===== src/rtl/core/ipb_pkg.sv =====
// ----------------------------------------------------------------------------
// ipb_pkg
// Shared types and constants of the indexed pixel palette blitter.
// ----------------------------------------------------------------------------
package ipb_pkg;

  localparam int FRAME_WIDTH_DEF   = 640;
  localparam int FRAME_HEIGHT_DEF  = 480;
  localparam int MAX_IMAGE_DIM_DEF = 1024;

  // Signed framebuffer coordinates: a 12-bit origin plus a column of up to
  // 12 bits always fits.
  localparam int COORD_W    = 14;
  localparam int ADDR_W     = 19;
  localparam int COLOR_W    = 24;
  localparam int ARGB_W     = 32;
  localparam int S_TDATA_W  = 40;
  localparam int M_TDATA_W  = 56;
  localparam int CFG_IDX_W  = 3;
  localparam int CFG_DATA_W = 12;

  localparam logic [7:0] ALPHA_OPAQUE = 8'hFF;

  localparam logic OP_PALETTE = 1'b0;
  localparam logic OP_IMAGE   = 1'b1;

  localparam logic [CFG_IDX_W-1:0] REG_DEST_X       = 3'd0;
  localparam logic [CFG_IDX_W-1:0] REG_DEST_Y       = 3'd1;
  localparam logic [CFG_IDX_W-1:0] REG_IMAGE_WIDTH  = 3'd2;
  localparam logic [CFG_IDX_W-1:0] REG_IMAGE_HEIGHT = 3'd3;
  localparam logic [CFG_IDX_W-1:0] REG_BIT_DEPTH    = 3'd4;

  typedef struct packed {
    logic signed [11:0] dest_x;
    logic signed [11:0] dest_y;
    logic [10:0]        image_width;
    logic [10:0]        image_height;
    logic [3:0]         bit_depth;
  } cfg_t;

  // One pixel as it leaves the walker.
  typedef struct packed {
    logic                      emit;
    logic                      last_pix;
    logic                      done;
    logic signed [COORD_W-1:0] fx;
    logic signed [COORD_W-1:0] fy;
  } pix_t;

endpackage


===== src/rtl/core/ipb_walker.sv =====
// ----------------------------------------------------------------------------
// ipb_walker
// Unpacks one image byte into pixels, one per cycle while the next stage is
// ready, and tracks the image column and row.
// ----------------------------------------------------------------------------
module ipb_walker #(
  parameter int FRAME_WIDTH   = ipb_pkg::FRAME_WIDTH_DEF,
  parameter int FRAME_HEIGHT  = ipb_pkg::FRAME_HEIGHT_DEF,
  parameter int MAX_IMAGE_DIM = ipb_pkg::MAX_IMAGE_DIM_DEF
) (
  input  logic          clk_i,
  input  logic          rst_ni,
  input  ipb_pkg::cfg_t cfg_i,
  input  logic          pos_clr_i,
  input  logic          start_i,
  input  logic [7:0]    byte_i,
  input  logic          next_ready_i,
  output logic          ready_o,
  output logic          issue_o,
  output logic [7:0]    idx_o,
  output ipb_pkg::pix_t pix_o
);

  localparam int DIM_W = $clog2(MAX_IMAGE_DIM + 1);
  localparam int COL_W = $clog2(MAX_IMAGE_DIM);
  localparam int CW    = ipb_pkg::COORD_W;

  logic             busy_q, busy_d;
  logic [7:0]       byte_q, byte_d;
  logic [3:0]       cnt_q, cnt_d;
  logic             done_q, done_d;
  logic [COL_W-1:0] col_q, col_d;
  logic [COL_W-1:0] row_q, row_d;

  logic [DIM_W-1:0] width_c, height_c, remaining;
  logic [3:0]       depth_c, per_byte;
  logic             issue, wrap, done_c;
  logic [COL_W-1:0] col_nx, row_nx;
  logic [3:0]       cnt_start;
  logic [CW-1:0]    fx, fy;
  logic             visible;

  always_comb begin
    if (cfg_i.image_width == 11'd0) begin
      width_c = DIM_W'(1);
    end else if (int'(cfg_i.image_width) > MAX_IMAGE_DIM) begin
      width_c = DIM_W'(MAX_IMAGE_DIM);
    end else begin
      width_c = DIM_W'(cfg_i.image_width);
    end
    if (cfg_i.image_height == 11'd0) begin
      height_c = DIM_W'(1);
    end else if (int'(cfg_i.image_height) > MAX_IMAGE_DIM) begin
      height_c = DIM_W'(MAX_IMAGE_DIM);
    end else begin
      height_c = DIM_W'(cfg_i.image_height);
    end
  end

  always_comb begin
    unique case (cfg_i.bit_depth)
      4'd1: begin
        depth_c  = 4'd1;
        per_byte = 4'd8;
      end
      4'd2: begin
        depth_c  = 4'd2;
        per_byte = 4'd4;
      end
      4'd4: begin
        depth_c  = 4'd4;
        per_byte = 4'd2;
      end
      default: begin
        depth_c  = 4'd8;
        per_byte = 4'd1;
      end
    endcase
  end

  always_comb begin
    unique case (depth_c)
      4'd1:    idx_o = {7'd0, byte_q[7]};
      4'd2:    idx_o = {6'd0, byte_q[7:6]};
      4'd4:    idx_o = {4'd0, byte_q[7:4]};
      default: idx_o = byte_q;
    endcase
  end

  assign issue   = busy_q && next_ready_i;
  assign issue_o = issue;
  assign ready_o = !busy_q || (next_ready_i && (cnt_q == 4'd1));

  // Position after the pixel issued in this cycle.
  assign wrap = (DIM_W'(col_q) + DIM_W'(1)) == width_c;
  always_comb begin
    col_nx = col_q;
    row_nx = row_q;
    if (issue) begin
      if (wrap) begin
        col_nx = '0;
        if ((DIM_W'(row_q) + DIM_W'(1)) == height_c) begin
          row_nx = '0;
        end else begin
          row_nx = row_q + COL_W'(1);
        end
      end else begin
        col_nx = col_q + COL_W'(1);
      end
    end
  end

  // A byte ends the image when the pixels left in the last row fit in it.
  assign remaining = width_c - DIM_W'(col_nx);
  assign done_c    = ((DIM_W'(row_nx) + DIM_W'(1)) == height_c) &&
                     (remaining <= DIM_W'(per_byte));
  assign cnt_start = done_c ? remaining[3:0] : per_byte;

  assign fx = CW'(cfg_i.dest_x) + CW'(col_q);
  assign fy = CW'(cfg_i.dest_y) + CW'(row_q);
  assign visible = !fx[CW-1] && (fx[CW-2:0] < (CW-1)'(FRAME_WIDTH)) &&
                   !fy[CW-1] && (fy[CW-2:0] < (CW-1)'(FRAME_HEIGHT));

  always_comb begin
    pix_o.emit     = visible && (idx_o != 8'd0);
    pix_o.last_pix = cnt_q == 4'd1;
    pix_o.done     = done_q;
    pix_o.fx       = fx;
    pix_o.fy       = fy;
  end

  always_comb begin
    busy_d = busy_q;
    byte_d = byte_q;
    cnt_d  = cnt_q;
    done_d = done_q;
    if (issue) begin
      byte_d = byte_q << depth_c;
      cnt_d  = cnt_q - 4'd1;
      if (cnt_q == 4'd1) begin
        busy_d = 1'b0;
      end
    end
    if (start_i) begin
      busy_d = 1'b1;
      byte_d = byte_i;
      cnt_d  = cnt_start;
      done_d = done_c;
    end
    col_d = pos_clr_i ? '0 : col_nx;
    row_d = pos_clr_i ? '0 : row_nx;
  end

  always_ff @(posedge clk_i or negedge rst_ni) begin
    if (!rst_ni) begin
      busy_q <= 1'b0;
      cnt_q  <= '0;
      done_q <= 1'b0;
      col_q  <= '0;
      row_q  <= '0;
    end else begin
      busy_q <= busy_d;
      cnt_q  <= cnt_d;
      done_q <= done_d;
      col_q  <= col_d;
      row_q  <= row_d;
    end
  end

  always_ff @(posedge clk_i) begin
    byte_q <= byte_d;
  end

endmodule


===== config.mk =====
export PLATFORM = sky130hd
export DESIGN_NAME = ipb_walker
export DESIGN_NICKNAME = d
export VERILOG_FILES = /design/src/rtl/core/ipb_pkg.sv /design/src/rtl/core/ipb_walker.sv
export SDC_FILE = /design/constraint.sdc
export NUM_CORES = 1
export LEC_CHECK = 0
export BUFFER_PORTS_ARGS = -buffer_cell sky130_fd_sc_hd__buf_2
export CORE_UTILIZATION = 52
export CTS_CLUSTER_DIAMETER = 200
export DETAILED_ROUTE_END_ITERATION = 7
export PLACE_DENSITY_LB_ADDON = 0.15
export SKIP_LAST_GASP = 1
export SYNTH_ARGS = -nofsm -noshare
export SYNTH_HDL_FRONTEND = slang
export SYNTH_SLANG_ARGS = --single-unit

===== constraint.sdc =====
create_clock -name clk_i -period 5.2 [get_ports clk_i]
set_clock_uncertainty 0.2 [all_clocks]
set_input_delay 1.04 -clock clk_i [delete_from_list [all_inputs] [get_ports clk_i]]
set_output_delay 1.04 -clock clk_i [all_outputs]
set_load 0.02 [all_outputs]

==> reports/results.md, run 1 <==
| Group | Result | This run |
|---|---|---|
| status | Result of the run | finished, violations left |
| status | Failing checks | setup timing |
| synth | Count of flip-flops with a built-in enable after synthesis | 8 |
| clock network | Clock transition at the registers of the reported paths | 0.08 ns |
| global route | All-layer global routing usage | 36.2% |
| detailed routing | Antenna Violating Nets Remaining | 0 |
| timing | Final setup viols | 5 |
| die | I/O pin cnt | 104 |
| detailed routing | Metal3 WL | 1480 microns |
| worst setup path | Maximum single-stage delay on the critical path | 0.37 ns |
| hold path | Endpoint of the worst hold-timing path | done_q |
| detailed routing | Total length of routed wires | 18200 microns |
| die | Die span in y | 101 microns |
| synth | Post-synthesis instance total | 673 |
| synth | Netlist area before placement | 5070 sq um |
| worst setup path | Crit. End Element | flop |
| hold path | Critical hold path startpoint | done_q |
| placement | Port buffer count | 103 |
| clock network | TritonCTS buffer count | 5 |
| cells and area | Post-layout util | 75.1% |
| detailed routing | Residual DRC count | 0 |
| cells and area | Synth-to-layout area growth | 38.2% |
| global route | Overflow left after global routing | 0 |
| die | Area of the die | 10100 sq um |
| detailed routing | Post-Route M1 WL | 7790 microns |
| synth | Yosys top cell area share | 12.8% |
| detailed routing | Via density per instance | 6.03 |
| clock network | Clk sink count | 34 |
| clock network | CTS tree | built |
| hold path | HP Class | flop to flop |
| timing | Min setup slack post-route | -0.227 ns |
| cells and area | Leading cell type in the layout, fill and taps excluded | buf_4 |
| timing | Slew Limit Fails | 0 |
| synth | Average size of a mapped cell | 7.53 sq um |
| timing | Final critical delay including setup and external delays | 5.43 ns |
| worst setup path | Logic depth of the worst register-to-register path | 23 |
| synth | Proportion of register bits with asynchronous set or reset after synthesis | 76.5% |
| global route | Vias in the first global route | 5890 |
| placement | Detailed placement HPWL | 14400 microns |
| worst setup path | Worst setup SP type | primary input |
| cells and area | Number of nets in the layout | 991 |
| synth | Yosys warnings | 0 |
| clock network | H-Tree Depth | 2 |
| detailed routing | First-pass iteration count of the detailed router | 6 |
| timing | Worst-margin pin slew | 0.660 ns |
| global route | First-pass GRT wire length | 28800 microns |
| die | Width of the chip | 101 microns |
| timing | Final Hold Vio Count | 0 |
| power and ir drop | Power per standard cell area | 169 nW/um^2 |
| synth | Top cells by area in the synthesized netlist | dfrtp_1 13%, ha_1 9.6%, xnor2_1 7.3% |
| worst setup path | Worst path slowest cell | or3_4 |
| timing | Unrepaired setup endpoints after global routing | true |
| detailed routing | Max layer used | met4 |
| power and ir drop | P_leak | 3.24 nW |
| worst setup path | Required arrival time at the worst endpoint | 5.18 ns |
| worst setup path | Startpoint of the lowest-slack register-to-register path | col_q[0] |
| worst setup path | Arrival time of data at the critical path endpoint | 5.41 ns |
| detailed routing | Wire length per cell | 18.0 microns |
| synth | Number of distinct library cells after synthesis | 85 |
| clock network | Source-to-sink clock delay at the later pin of the worst-skew pair | 0.30 ns |
| clock network | Number of buffers inserted by hold repair at cts | 0 |
| synth | Sequential fraction of the synthesis area | 17.6% |
| detailed routing | Met2 wire length | 8330 microns |
| worst setup path | Worst flop-to-flop path endpoint | cnt_q[1] |
| job | Reported max-cap violation count | 0 |
| detailed routing | Routed via count | 6123 |
| worst setup path | Critical path start-end classification | primary input to flop |
| hold path | Instance count along the most critical hold path | 2 |
| placement | Placer congestion estimate | 0.970 |
| global route | Pin count of the biggest net entering global routing | 27 |
| die | Std cell rows | 35 |
| timing | Maximum clock rate | 0.184 GHz |
| synth | #FFs+latches synth | 34 |
| cells and area | Antenna diode instance count | 0 |
| die | Effective utilization at floorplan | 54.4% |
| global route | Initial antenna violation count | 0 |
| power and ir drop | Peak VDD IR | 0.000105 V |
| cells and area | Layout cells sized above 1 | 34.8% |
| timing | Worst-case headroom to the max-slew limit | 56.0% |
| die | Placeable core area | 9330 sq um |
| detailed routing | Starting DRT DRC Count | 428 |
| timing | Final Hold Slack | 0.322 ns |
| worst setup path | R2R setup slack | -0.08 ns |
| synth | Net Count, Synth | 778 |
| timing | Period Utilization, post-route | 104% |
| worst setup path | List of cells traversed by the critical path | buf_6 -> or3_4 -> a221o_1 -> a211oi_2 -> or2_1 -> and4b_2 -> nand2_4 -> nand2_4 -> ha_1 -> nor2b_1 -> o21ai_2 -> nand2_1 -> nor2_1 -> nor2_2 -> ha_1 -> a21oi_2 -> a41o_1 -> o2111a_1 -> nand4_1 -> a2111oi_4 -> o211ai_2 -> or2_4 -> a211o_1 |
| clock network | Max Buffers Root-to-Sink | 2 |
| clock network | CTS root buffer | clkbuf_8 |
| synth | Post-synthesis cell type with the largest combined area | dfrtp_1 |
| synth | Commonest register cell after synthesis | dfrtp_1 |
| worst setup path | Max Fanout on Critical Path | 5 |
| cells and area | Leading cell types in the layout, fill and taps excluded | 132 x buf_4, 99 x buf_2, 64 x nor2_1, 63 x nand2_1, 41 x xnor2_1 |
cell usage after synthesis (8+ instances only):
library cell	number
nor3_1	21
nor4_1	11
dfrtp_1	26
nand4_1	9
or3_1	8
a21oi_1	28
nand2_1	65
and2_1	12
xor2_1	17
a21boi_0	11
ha_1	39
nand3_1	22
and3_1	10
o21ai_0	48
inv_1	37
nor2_1	67
nor2b_1	27
clkbuf_1	16
xnor2_1	42
edfxtp_1	8
layer usage:
metal	track usage [%]	up-vias
met4	15.4	0
met1	47.6	2864
met3	4.72	70
met2	59.7	318
li1	-	2871
met5	0	-
critical path, delay by kind of cell:
family | cells | cell delay, ns
simple gates | 11 | 1.87
compound gates | 9 | 1.81
fa+ha+maj | 2 | 0.60
buf+inv | 1 | 0.09
state kept, by name (all words and copies together) (netlist names):
register,flops
byte_q,8
done_q,1
col_q,10
row_q,10
cnt_q,4
busy_q,1
final cells by class:
| class | instances | area [sq um] |
|---|---|---|
| inverter | 39 | 146 |
| tap | 129 | 161 |
| multi-input combinational | 570 | 4120 |
| fill | 716 | 2320 |
| sequential | 34 | 891 |
| timing repair buffer | 236 | 1550 |
| clock buffer | 5 | 68.8 |
| clock inverter | 3 | 68.8 |
report_power, final:
part	total, W	switching [W]	leakage [nW]	internal (W)
registers	0.000308	0.0000180	0.434	0.000290
clock network	0.000306	0.000114	0.0683	0.000192
logic	0.000567	0.000311	2.73	0.000256
total	0.00118	0.000443	3.24	0.000738
through the flow:
stage	TNS, ns	setup slack, ns	area [sq um]	total power (W)	instances
floorplan	-0.795	-0.259	5170	0.000618	673
global placement	-1.60	-0.389	6590	0.000787	998
detailed placement	-2.67	-0.574	6590	0.000806	998
CTS	-0.184	-0.110	6830	0.00115	1008
global route	-1.75	-0.432	7010	0.00124	1016
finish	-0.680	-0.227	7010	0.00118	1016
kinds of logic after synthesis:
logic type	count (synthesis)	share of synthesized area (%)
DFF	34	17.6
buffers and inverters	69	5.87
muxes	9	2.05
adders and majority gates	42	10.8
AOI/OAI and AO/OA	179	25.3
and+or+nand+nor	281	28.2
xor gates and xnor gates	59	10.2
worst max path at each step:
stage / depth (start not counted) / start / end / slack [ns]
after global routing: 24 / cfg_i[17] / cnt_q[1] / -0.43
after CTS: 23 / cfg_i[16] / cnt_q[1] / -0.11
final: 23 / cfg_i[16] / cnt_q[1] / -0.23
after detailed placement: 23 / cfg_i[16] / cnt_q[1] / -0.57
after global placement: 23 / cfg_i[16] / cnt_q[1] / -0.39
after floorplan: 24 / cfg_i[25] / cnt_q[1] / -0.26
what timing repair did:
item,in CTS,in global routing
resized for setup,21,37
setup buffers,2,8
pin swaps,10,17
setup endpoints to repair,6,8
No activity file was read; power rests on OpenSTA's default activity.
==> inputs of run 2 (changes only) <==
--- a/constraint.sdc
+++ b/constraint.sdc
@@ -3,3 +3,3 @@
 set_input_delay 1.04 -clock clk_i [delete_from_list [all_inputs] [get_ports clk_i]]
 set_output_delay 1.04 -clock clk_i [all_outputs]
-set_load 0.02 [all_outputs]
+set_load 0.01 [all_outputs]
==> run 2 against run 1 <==
The flow still finishes with violations (setup timing); critical path depth did not move; setup slack improved by 0.082 ns; wire length fell by 4.0%; die area did not move; combinational power fell by 9.2%; fmax rose by 1.5%; via count fell by 1.9%; register-to-register slack improved by 0.08 ns; sequential power barely moved; critical endpoint unchanged; largest cell class unchanged.
==> reports/results.md, run 2 (synthesized netlist as in run 1, its figures left out) <==
| Group | Result | This run | Delta |
|---|---|---|---|
| status | Result of the run | finished, violations left | unchanged |
| status | Failing checks | setup timing | unchanged |
| global route | Vias in the first global route | 5797 | was 5890 |
| detailed routing | Total length of routed wires | 17500 microns | was 18200 microns |
| global route | Pin count of the biggest net entering global routing | 27 | unchanged |
| worst setup path | Worst flop-to-flop path endpoint | cnt_q[1] | unchanged |
| die | Effective utilization at floorplan | 54.4% | unchanged |
| die | Std cell rows | 35 | unchanged |
| timing | Slew Limit Fails | 0 | unchanged |
| timing | Final setup viols | 5 | unchanged |
| placement | Detailed placement HPWL | 14200 microns | was 14400 microns |
| worst setup path | R2R setup slack | 0 ns | was -0.08 ns |
| cells and area | Number of nets in the layout | 979 | was 991 |
| power and ir drop | P_leak | 3.13 nW | was 3.24 nW |
| hold path | HP Class | flop to flop | unchanged |
| clock network | CTS tree | built | unchanged |
| worst setup path | Top delay family on crit path | compound AO/OA/AOI/OAI gates | was simple AND/OR/NAND/NOR gates |
| clock network | TritonCTS buffer count | 5 | unchanged |
| hold path | Instance count along the most critical hold path | 2 | unchanged |
| power and ir drop | Cell Int Power | 0.000631 W | was 0.000738 W |
| timing | Worst-margin pin slew | 0.603 ns | was 0.660 ns |
| worst setup path | Buf/Inv on CP | 2 | was 1 |
| die | Area of the die | 10100 sq um | unchanged |
| die | Die span in y | 101 microns | unchanged |
| cells and area | Leading cell type in the layout, fill and taps excluded | buf_4 | unchanged |
| worst setup path | Crit. End Element | flop | unchanged |
| global route | Initial antenna violation count | 0 | unchanged |
| power and ir drop | Peak VDD IR | 0.0000891 V | was 0.000105 V |
| worst setup path | Required arrival time at the worst endpoint | 5.18 ns | about the same |
| detailed routing | Routed via count | 6007 | was 6123 |
| job | Reported max-cap violation count | 0 | unchanged |
| worst setup path | Startpoint of the lowest-slack register-to-register path | col_q[1] | was col_q[0] |
| hold path | Endpoint of the worst hold-timing path | done_q | unchanged |
| power and ir drop | Fraction of power consumed by sequential logic | 30.5% | was 26.1% |
| global route | First-pass GRT wire length | 27300 microns | was 28800 microns |
| clock network | Clk sink count | 34 | unchanged |
| cells and area | Post-layout util | 72.9% | was 75.1% |
| timing | Unrepaired setup endpoints after global routing | true | unchanged |
| die | I/O pin cnt | 104 | unchanged |
| detailed routing | Residual DRC count | 0 | unchanged |
| detailed routing | Starting DRT DRC Count | 428 | unchanged |
| clock network | CTS root buffer | clkbuf_8 | unchanged |
| power and ir drop | Switching power | 0.000387 W | was 0.000443 W |
| power and ir drop | Share of total power in the clock network | 18.9% | was 25.9% |
| timing | Worst-case headroom to the max-slew limit | 59.4% | was 56.0% |
| cells and area | Antenna diode instance count | 0 | unchanged |
| worst setup path | Maximum single-stage delay on the critical path | 0.57 ns | was 0.37 ns |
| clock network | Number of buffers inserted by hold repair at cts | 0 | unchanged |
| worst setup path | Worst path slowest cell | fa_2 | was or3_4 |
| clock network | Max Buffers Root-to-Sink | 2 | unchanged |
| worst setup path | List of cells traversed by the critical path | buf_6 -> or3_1 -> a221o_1 -> a211oi_2 -> or2_1 -> nand4b_4 -> nor2_4 -> nor2_2 -> ha_2 -> inv_2 -> fa_2 -> ha_4 -> nor2b_4 -> o21ai_1 -> nand2b_1 -> a21oi_1 -> a41o_1 -> o2111a_1 -> nand4_1 -> a2111oi_4 -> o211ai_2 -> or2_4 -> a211o_1 | was buf_6 -> or3_4 -> a221o_1 -> a211oi_2 -> or2_1 -> and4b_2 -> nand2_4 -> nand2_4 -> ha_1 -> nor2b_1 -> o21ai_2 -> nand2_1 -> nor2_1 -> nor2_2 -> ha_1 -> a21oi_2 -> a41o_1 -> o2111a_1 -> nand4_1 -> a2111oi_4 -> o211ai_2 -> or2_4 -> a211o_1 |
| worst setup path | Max Fanout on Critical Path | 4 | was 5 |
| timing | Final Hold Slack | 0.310 ns | was 0.322 ns |
| cells and area | Leading cell types in the layout, fill and taps excluded | 120 x buf_4, 99 x buf_2, 65 x nor2_1, 63 x nand2_1, 42 x xnor2_1 | was 132 x buf_4, 99 x buf_2, 64 x nor2_1, 63 x nand2_1, 41 x xnor2_1 |
| clock network | H-Tree Depth | 2 | unchanged |
| detailed routing | Wire length per cell | 17.5 microns | was 18.0 microns |
| timing | Min setup slack post-route | -0.145 ns | was -0.227 ns |
| hold path | Critical hold path startpoint | done_q | unchanged |
| clock network | Source-to-sink clock delay at the later pin of the worst-skew pair | 0.29 ns | was 0.30 ns |
| timing | Final Hold Vio Count | 0 | unchanged |
| timing | Maximum clock rate | 0.187 GHz | was 0.184 GHz |
| placement | Port buffer count | 103 | unchanged |
| worst setup path | Worst setup SP type | primary input | unchanged |
| timing | Final critical delay including setup and external delays | 5.34 ns | was 5.43 ns |
| clock network | Clock transition at the registers of the reported paths | 0.07 ns | was 0.08 ns |
| placement | Placer congestion estimate | 1.06 | was 0.970 |
| detailed routing | First-pass iteration count of the detailed router | 8 | was 6 |
| timing | Period Utilization, post-route | 103% | was 104% |
| cells and area | Layout cells sized above 1 | 32.7% | was 34.8% |
| power and ir drop | Fraction of power consumed by combinational cells | 50.6% | was 48.0% |
| detailed routing | Antenna Violating Nets Remaining | 0 | unchanged |
| detailed routing | Via density per instance | 5.98 | was 6.03 |
| cells and area | Synth-to-layout area growth | 34.2% | was 38.2% |
| global route | Overflow left after global routing | 0 | unchanged |
| worst setup path | Critical path start-end classification | primary input to flop | unchanged |
| cells and area | Registers with the most flip-flops | col_q: 10 flops, row_q: 10 flops, byte_q: 8 flops | unchanged |
| die | Width of the chip | 101 microns | unchanged |
| power and ir drop | Power per standard cell area | 150 nW/um^2 | was 169 nW/um^2 |
| die | Placeable core area | 9330 sq um | unchanged |
| worst setup path | Logic depth of the worst register-to-register path | 23 | unchanged |
| power and ir drop | Switching part of the total | 38.0% | was 37.5% |
| global route | All-layer global routing usage | 34.2% | was 36.2% |
| worst setup path | Arrival time of data at the critical path endpoint | 5.32 ns | was 5.41 ns |
## run 2: metal layers
| metal | vias to the layer above | global-route usage (%) | part of all wire, % |
|---|---|---|---|
| li1 | 2857 | - | - |
| met1 | 2801 | 44.7 | 43 |
| met2 | 317 | 57.7 | 46 |
| met3 | 32 | 4.65 | 8.0 |
| met4 | 0 | 12.0 | 2.3 |
| met5 | - | 0 | 0 |
## run 2: worst reg2reg max path, delay by kind of cell (launching register included)
| family | cells | cell delay, ns |
|---|---|---|
| flops | 1 | 0.36 |
| compound gates | 9 | 2.06 |
| fa+ha+maj | 3 | 0.69 |
| simple gates | 11 | 1.78 |
## run 2: power by group through the flow
stage / Sequential, W / Clock [W] / Combinational [W]
global placement: 0.000314 / 0 / 0.000444
global route: 0.000312 / 0.000204 / 0.000558
detailed placement: 0.000314 / 0 / 0.000460
floorplan: 0.000306 / 0 / 0.000288
CTS: 0.000309 / 0.000191 / 0.000477
finish: 0.000310 / 0.000192 / 0.000515
## run 2: stage by stage
step / setup TNS (ns) / setup WS, ns / instances / cell area, sq um / power [W]
global placement: -1.48 / -0.369 / 988 / 6500 / 0.000757
finish: -0.531 / -0.145 / 1004 / 6800 / 0.00102
floorplan: -0.780 / -0.256 / 673 / 5170 / 0.000594
CTS: -0.355 / -0.107 / 1000 / 6670 / 0.000977
detailed placement: -2.13 / -0.471 / 988 / 6500 / 0.000775
global route: -1.46 / -0.325 / 1004 / 6800 / 0.00107
## run 2: area by class of cell
class / instances / area, sq um
Multi-Input combinational cell: 570 / 4070
Tap cell: 129 / 161
Clock inverter: 2 / 10.0
Timing Repair Buffer: 224 / 1450
Inverter: 39 / 146
Sequential cell: 34 / 891
Fill cell: 787 / 2520
Clock buffer: 6 / 72.6
## run 2: worst max-delay path by stage
stage,start,endpoint,depth (start not counted)
final,cfg_i[16],cnt_q[1],23
after global placement,cfg_i[16],cnt_q[1],23
after CTS,cfg_i[21],cnt_q[1],23
after floorplan,cfg_i[25],cnt_q[1],24
after global routing,cfg_i[16],cnt_q[1],23
after detailed placement,cfg_i[16],cnt_q[1],23
## run 2: repair_timing
| item | in CTS | in global routing |
|---|---|---|
| pin swaps | 7 | 15 |
| resized for setup | 14 | 28 |
| setup endpoints to repair | 6 | 8 |
| buffers inserted | 4 | 4 |
==> inputs of run 3 (changes only) <==
Settings changed: BUFFER_PORTS_ARGS -buffer_cell sky130_fd_sc_hd__buf_2 to not set, CAP_MARGIN set to 20, CORE_UTILIZATION 52 to 60, CTS_CLUSTER_SIZE set to 10, DONT_BUFFER_PORTS set to 1.
==> run 3 against run 2 <==
The flow still finishes with violations (setup timing); via count shrank 6.5%; hold slack lost 0.076 ns; first-iteration DRC count grew 34%; die area shrank 13%; clock-buffer cell count shrank 1; register-to-register slack gained 0.03 ns; setup slack gained 0.081 ns; flip-flop and latch count is the same; final cell count shrank 15%; wire length shrank 3.5%; combinational power shrank 18%; highest routed layer unchanged.
==> reports/results.md, run 3 (synthesized netlist as in run 1, its figures left out) <==
| Group | Result | This run | Delta |
|---|---|---|---|
| worst setup path | Max Fanout on Critical Path | 4 | unchanged |
| detailed routing | Routed via count | 5615 | was 6007 |
| global route | Initial antenna violation count | 0 | unchanged |
| clock network | CTS tree | built | unchanged |
| worst setup path | Arrival time of data at the critical path endpoint | 5.23 ns | was 5.32 ns |
| clock network | Clock transition at the registers of the reported paths | 0.08 ns | was 0.07 ns |
| clock network | Number of buffers inserted by hold repair at cts | 0 | unchanged |
| clock network | H-Tree Depth | 2 | unchanged |
| cells and area | Filler cell count in the final layout | 655 | was 787 |
| timing | Worst-margin pin slew | 0.709 ns | was 0.603 ns |
| detailed routing | Starting DRT DRC Count | 573 | was 428 |
| die | I/O pin cnt | 104 | unchanged |
| placement | Detailed placement HPWL | 13400 microns | was 14200 microns |
| cells and area | Number of nets in the layout | 853 | was 979 |
| detailed routing | Total length of routed wires | 16900 microns | was 17500 microns |
| clock network | Clk sink count | 34 | unchanged |
| timing | Maximum clock rate | 0.190 GHz | was 0.187 GHz |
| timing | Slew Limit Fails | 0 | unchanged |
| placement | Placer congestion estimate | 0.973 | was 1.06 |
| cells and area | Registers with the most flip-flops | col_q: 10 flops, row_q: 10 flops, byte_q: 8 flops | unchanged |
| worst setup path | Worst setup SP type | primary input | unchanged |
| cells and area | Synth-to-layout area growth | 19.3% | was 34.2% |
| die | Die span in y | 93.9 microns | was 101 microns |
| worst setup path | Critical path start-end classification | primary input to flop | unchanged |
| cells and area | Leading cell types in the layout, fill and taps excluded | 97 x buf_4, 66 x nor2_1, 63 x nand2_1, 42 x xnor2_1, 41 x o21ai_0 | was 120 x buf_4, 99 x buf_2, 65 x nor2_1, 63 x nand2_1, 42 x xnor2_1 |
| job | Reported max-cap violation count | 0 | unchanged |
| die | Area of the die | 8820 sq um | was 10100 sq um |
| worst setup path | Required arrival time at the worst endpoint | 5.17 ns | was 5.18 ns |
| timing | Final critical delay including setup and external delays | 5.26 ns | was 5.34 ns |
| clock network | Source-to-sink clock delay at the later pin of the worst-skew pair | 0.29 ns | about the same |
| hold path | HP Class | primary input to asynchronous set/reset pin | was flop to flop |
| timing | Final setup viols | 2 | was 5 |
| power and ir drop | Power per standard cell area | 162 nW/um^2 | was 150 nW/um^2 |
| clock network | CTS root buffer | clkbuf_8 | unchanged |
| timing | Final Hold Vio Count | 0 | unchanged |
| die | Std cell rows | 33 | was 35 |
| global route | Vias in the first global route | 5306 | was 5797 |
| clock network | TritonCTS buffer count | 5 | unchanged |
| worst setup path | Crit. End Element | flop | unchanged |
| timing | Min setup slack post-route | -0.0638 ns | was -0.145 ns |
| global route | All-layer global routing usage | 38.1% | was 34.2% |
| detailed routing | First-pass iteration count of the detailed router | 6 | was 8 |
| timing | Unrepaired setup endpoints after global routing | true | unchanged |
| die | Effective utilization at floorplan | 61.7% | was 54.4% |
| die | Width of the chip | 93.9 microns | was 101 microns |
| global route | Overflow left after global routing | 0 | unchanged |
| die | Placeable core area | 8220 sq um | was 9330 sq um |
| cells and area | Layout cells sized above 1 | 21.0% | was 32.7% |
| timing | Period Utilization, post-route | 101% | was 103% |
| power and ir drop | Peak VDD IR | 0.0000999 V | was 0.0000891 V |
| global route | First-pass GRT wire length | 26000 microns | was 27300 microns |
| status | Failing checks | setup timing | unchanged |
| detailed routing | Residual DRC count | 0 | unchanged |
| placement | Port buffer count | 0 | was 103 |
| detailed routing | Via density per instance | 6.57 | was 5.98 |
| global route | Pin count of the biggest net entering global routing | 27 | unchanged |
| power and ir drop | P_leak | 2.61 nW | was 3.13 nW |
| status | Result of the run | finished, violations left | unchanged |
| timing | Setup TNS Final | -0.122 ns | was -0.531 ns |
| timing | Worst-case headroom to the max-slew limit | 52.6% | was 59.4% |
| cells and area | Post-layout util | 73.6% | was 72.9% |
| cells and area | Antenna diode instance count | 0 | unchanged |
| clock network | Max Buffers Root-to-Sink | 2 | unchanged |
| cells and area | Leading cell type in the layout, fill and taps excluded | buf_4 | unchanged |
| detailed routing | Antenna Violating Nets Remaining | 0 | unchanged |
| detailed routing | Wire length per cell | 19.8 microns | was 17.5 microns |
[run 3: cell count changes in the layout (fill, tap and decap cells not counted), moves of 2 or more]
cell      delta
o21ai_1      -2
buf_2       -99
buf_4       -23
nor2b_4      -2
buf_6        -4
xor2_1       +2
xor2_2       -2
a21boi_0     +2
[run 3: final timing paths]
check | start | to | slack, ns | cells past startpoint
worst max-delay path | cfg_i[16] | cnt_q[0] | -0.06 | 23
min in group clk_i | done_q | done_q | 0.37 | 2
worst min register to register | done_q | done_q | 0.37 | 2
worst min-delay path | rst_ni | col_q[3] | 0.23 | 0
max in group asynchronous | rst_ni | row_q[9] | 4.48 | 0
worst max register to register | col_q[0] | cnt_q[0] | 0.03 | 21
[run 3: area by class of cell]
cell class / count / area, sq um / share of cell area (%)
clock buffer: 5 / 68.8 / 1.14
clock inverter: 3 / 40.0 / 0.662
inverter: 39 / 146 / 2.42
multi-input combinational: 570 / 4030 / 66.7
sequential: 34 / 891 / 14.7
tap: 105 / 131 / 2.17
timing repair buffer: 98 / 739 / 12.2
[run 3: timing repair]
item | in CTS | in global routing
pin swaps | 4 | 10
gates resized for setup | 8 | 20
setup endpoints to repair | 6 | 6
buffers inserted | 1 | 4
[run 3: metal layers]
metal / global-route usage, % / vias up / part of all wire (%)
li1: - / 2606 / -
met1: 50.1 / 2597 / 40
met2: 63.6 / 357 / 47
met3: 6.47 / 55 / 10
met4: 11.8 / 0 / 2.6
met5: 0 / - / 0
[run 3: metrics by stage]
| stage | setup slack [ns] | hold WS (ns) | total power (W) | std cells | cell area [sq um] |
|---|---|---|---|---|---|
| after floorplan | -0.256 | 0.260 | 0.000594 | 673 | 5170 |
| after global placement | -0.307 | 0.370 | 0.000680 | 841 | 5810 |
| after detailed placement | -0.502 | 0.362 | 0.000697 | 841 | 5810 |
| after CTS | -0.0285 | 0.234 | 0.000943 | 850 | 5950 |
| after global routing | -0.262 | 0.223 | 0.00103 | 854 | 6050 |
| final | -0.0638 | 0.234 | 0.000979 | 854 | 6050 |
[run 3: where the power goes]
part	leakage [nW]	internal, W	total, W	switching [W]
clock	0.0579	0.000141	0.000246	0.000105
sequential	0.434	0.000290	0.000309	0.0000188
combinational	2.12	0.000193	0.000424	0.000231
[run 3: critical path: stages]
cell       delay [ns]
or3_1            0.36
a221o_1          0.31
a211oi_2         0.18
or2_1            0.16
nand4b_4         0.15
nor2_4           0.05
nor2_2           0.13
ha_2             0.21
inv_2            0.04
fa_2             0.57
ha_4             0.21
nor2b_4          0.12
o21ai_2          0.11
nand2b_1         0.09
a21oi_2          0.15
a41o_1           0.12
o2111a_1         0.18
nand4_1          0.14
a2111oi_4        0.22
o211ai_2         0.14
buf_4            0.18
o32ai_2          0.26
a21oi_1          0.09
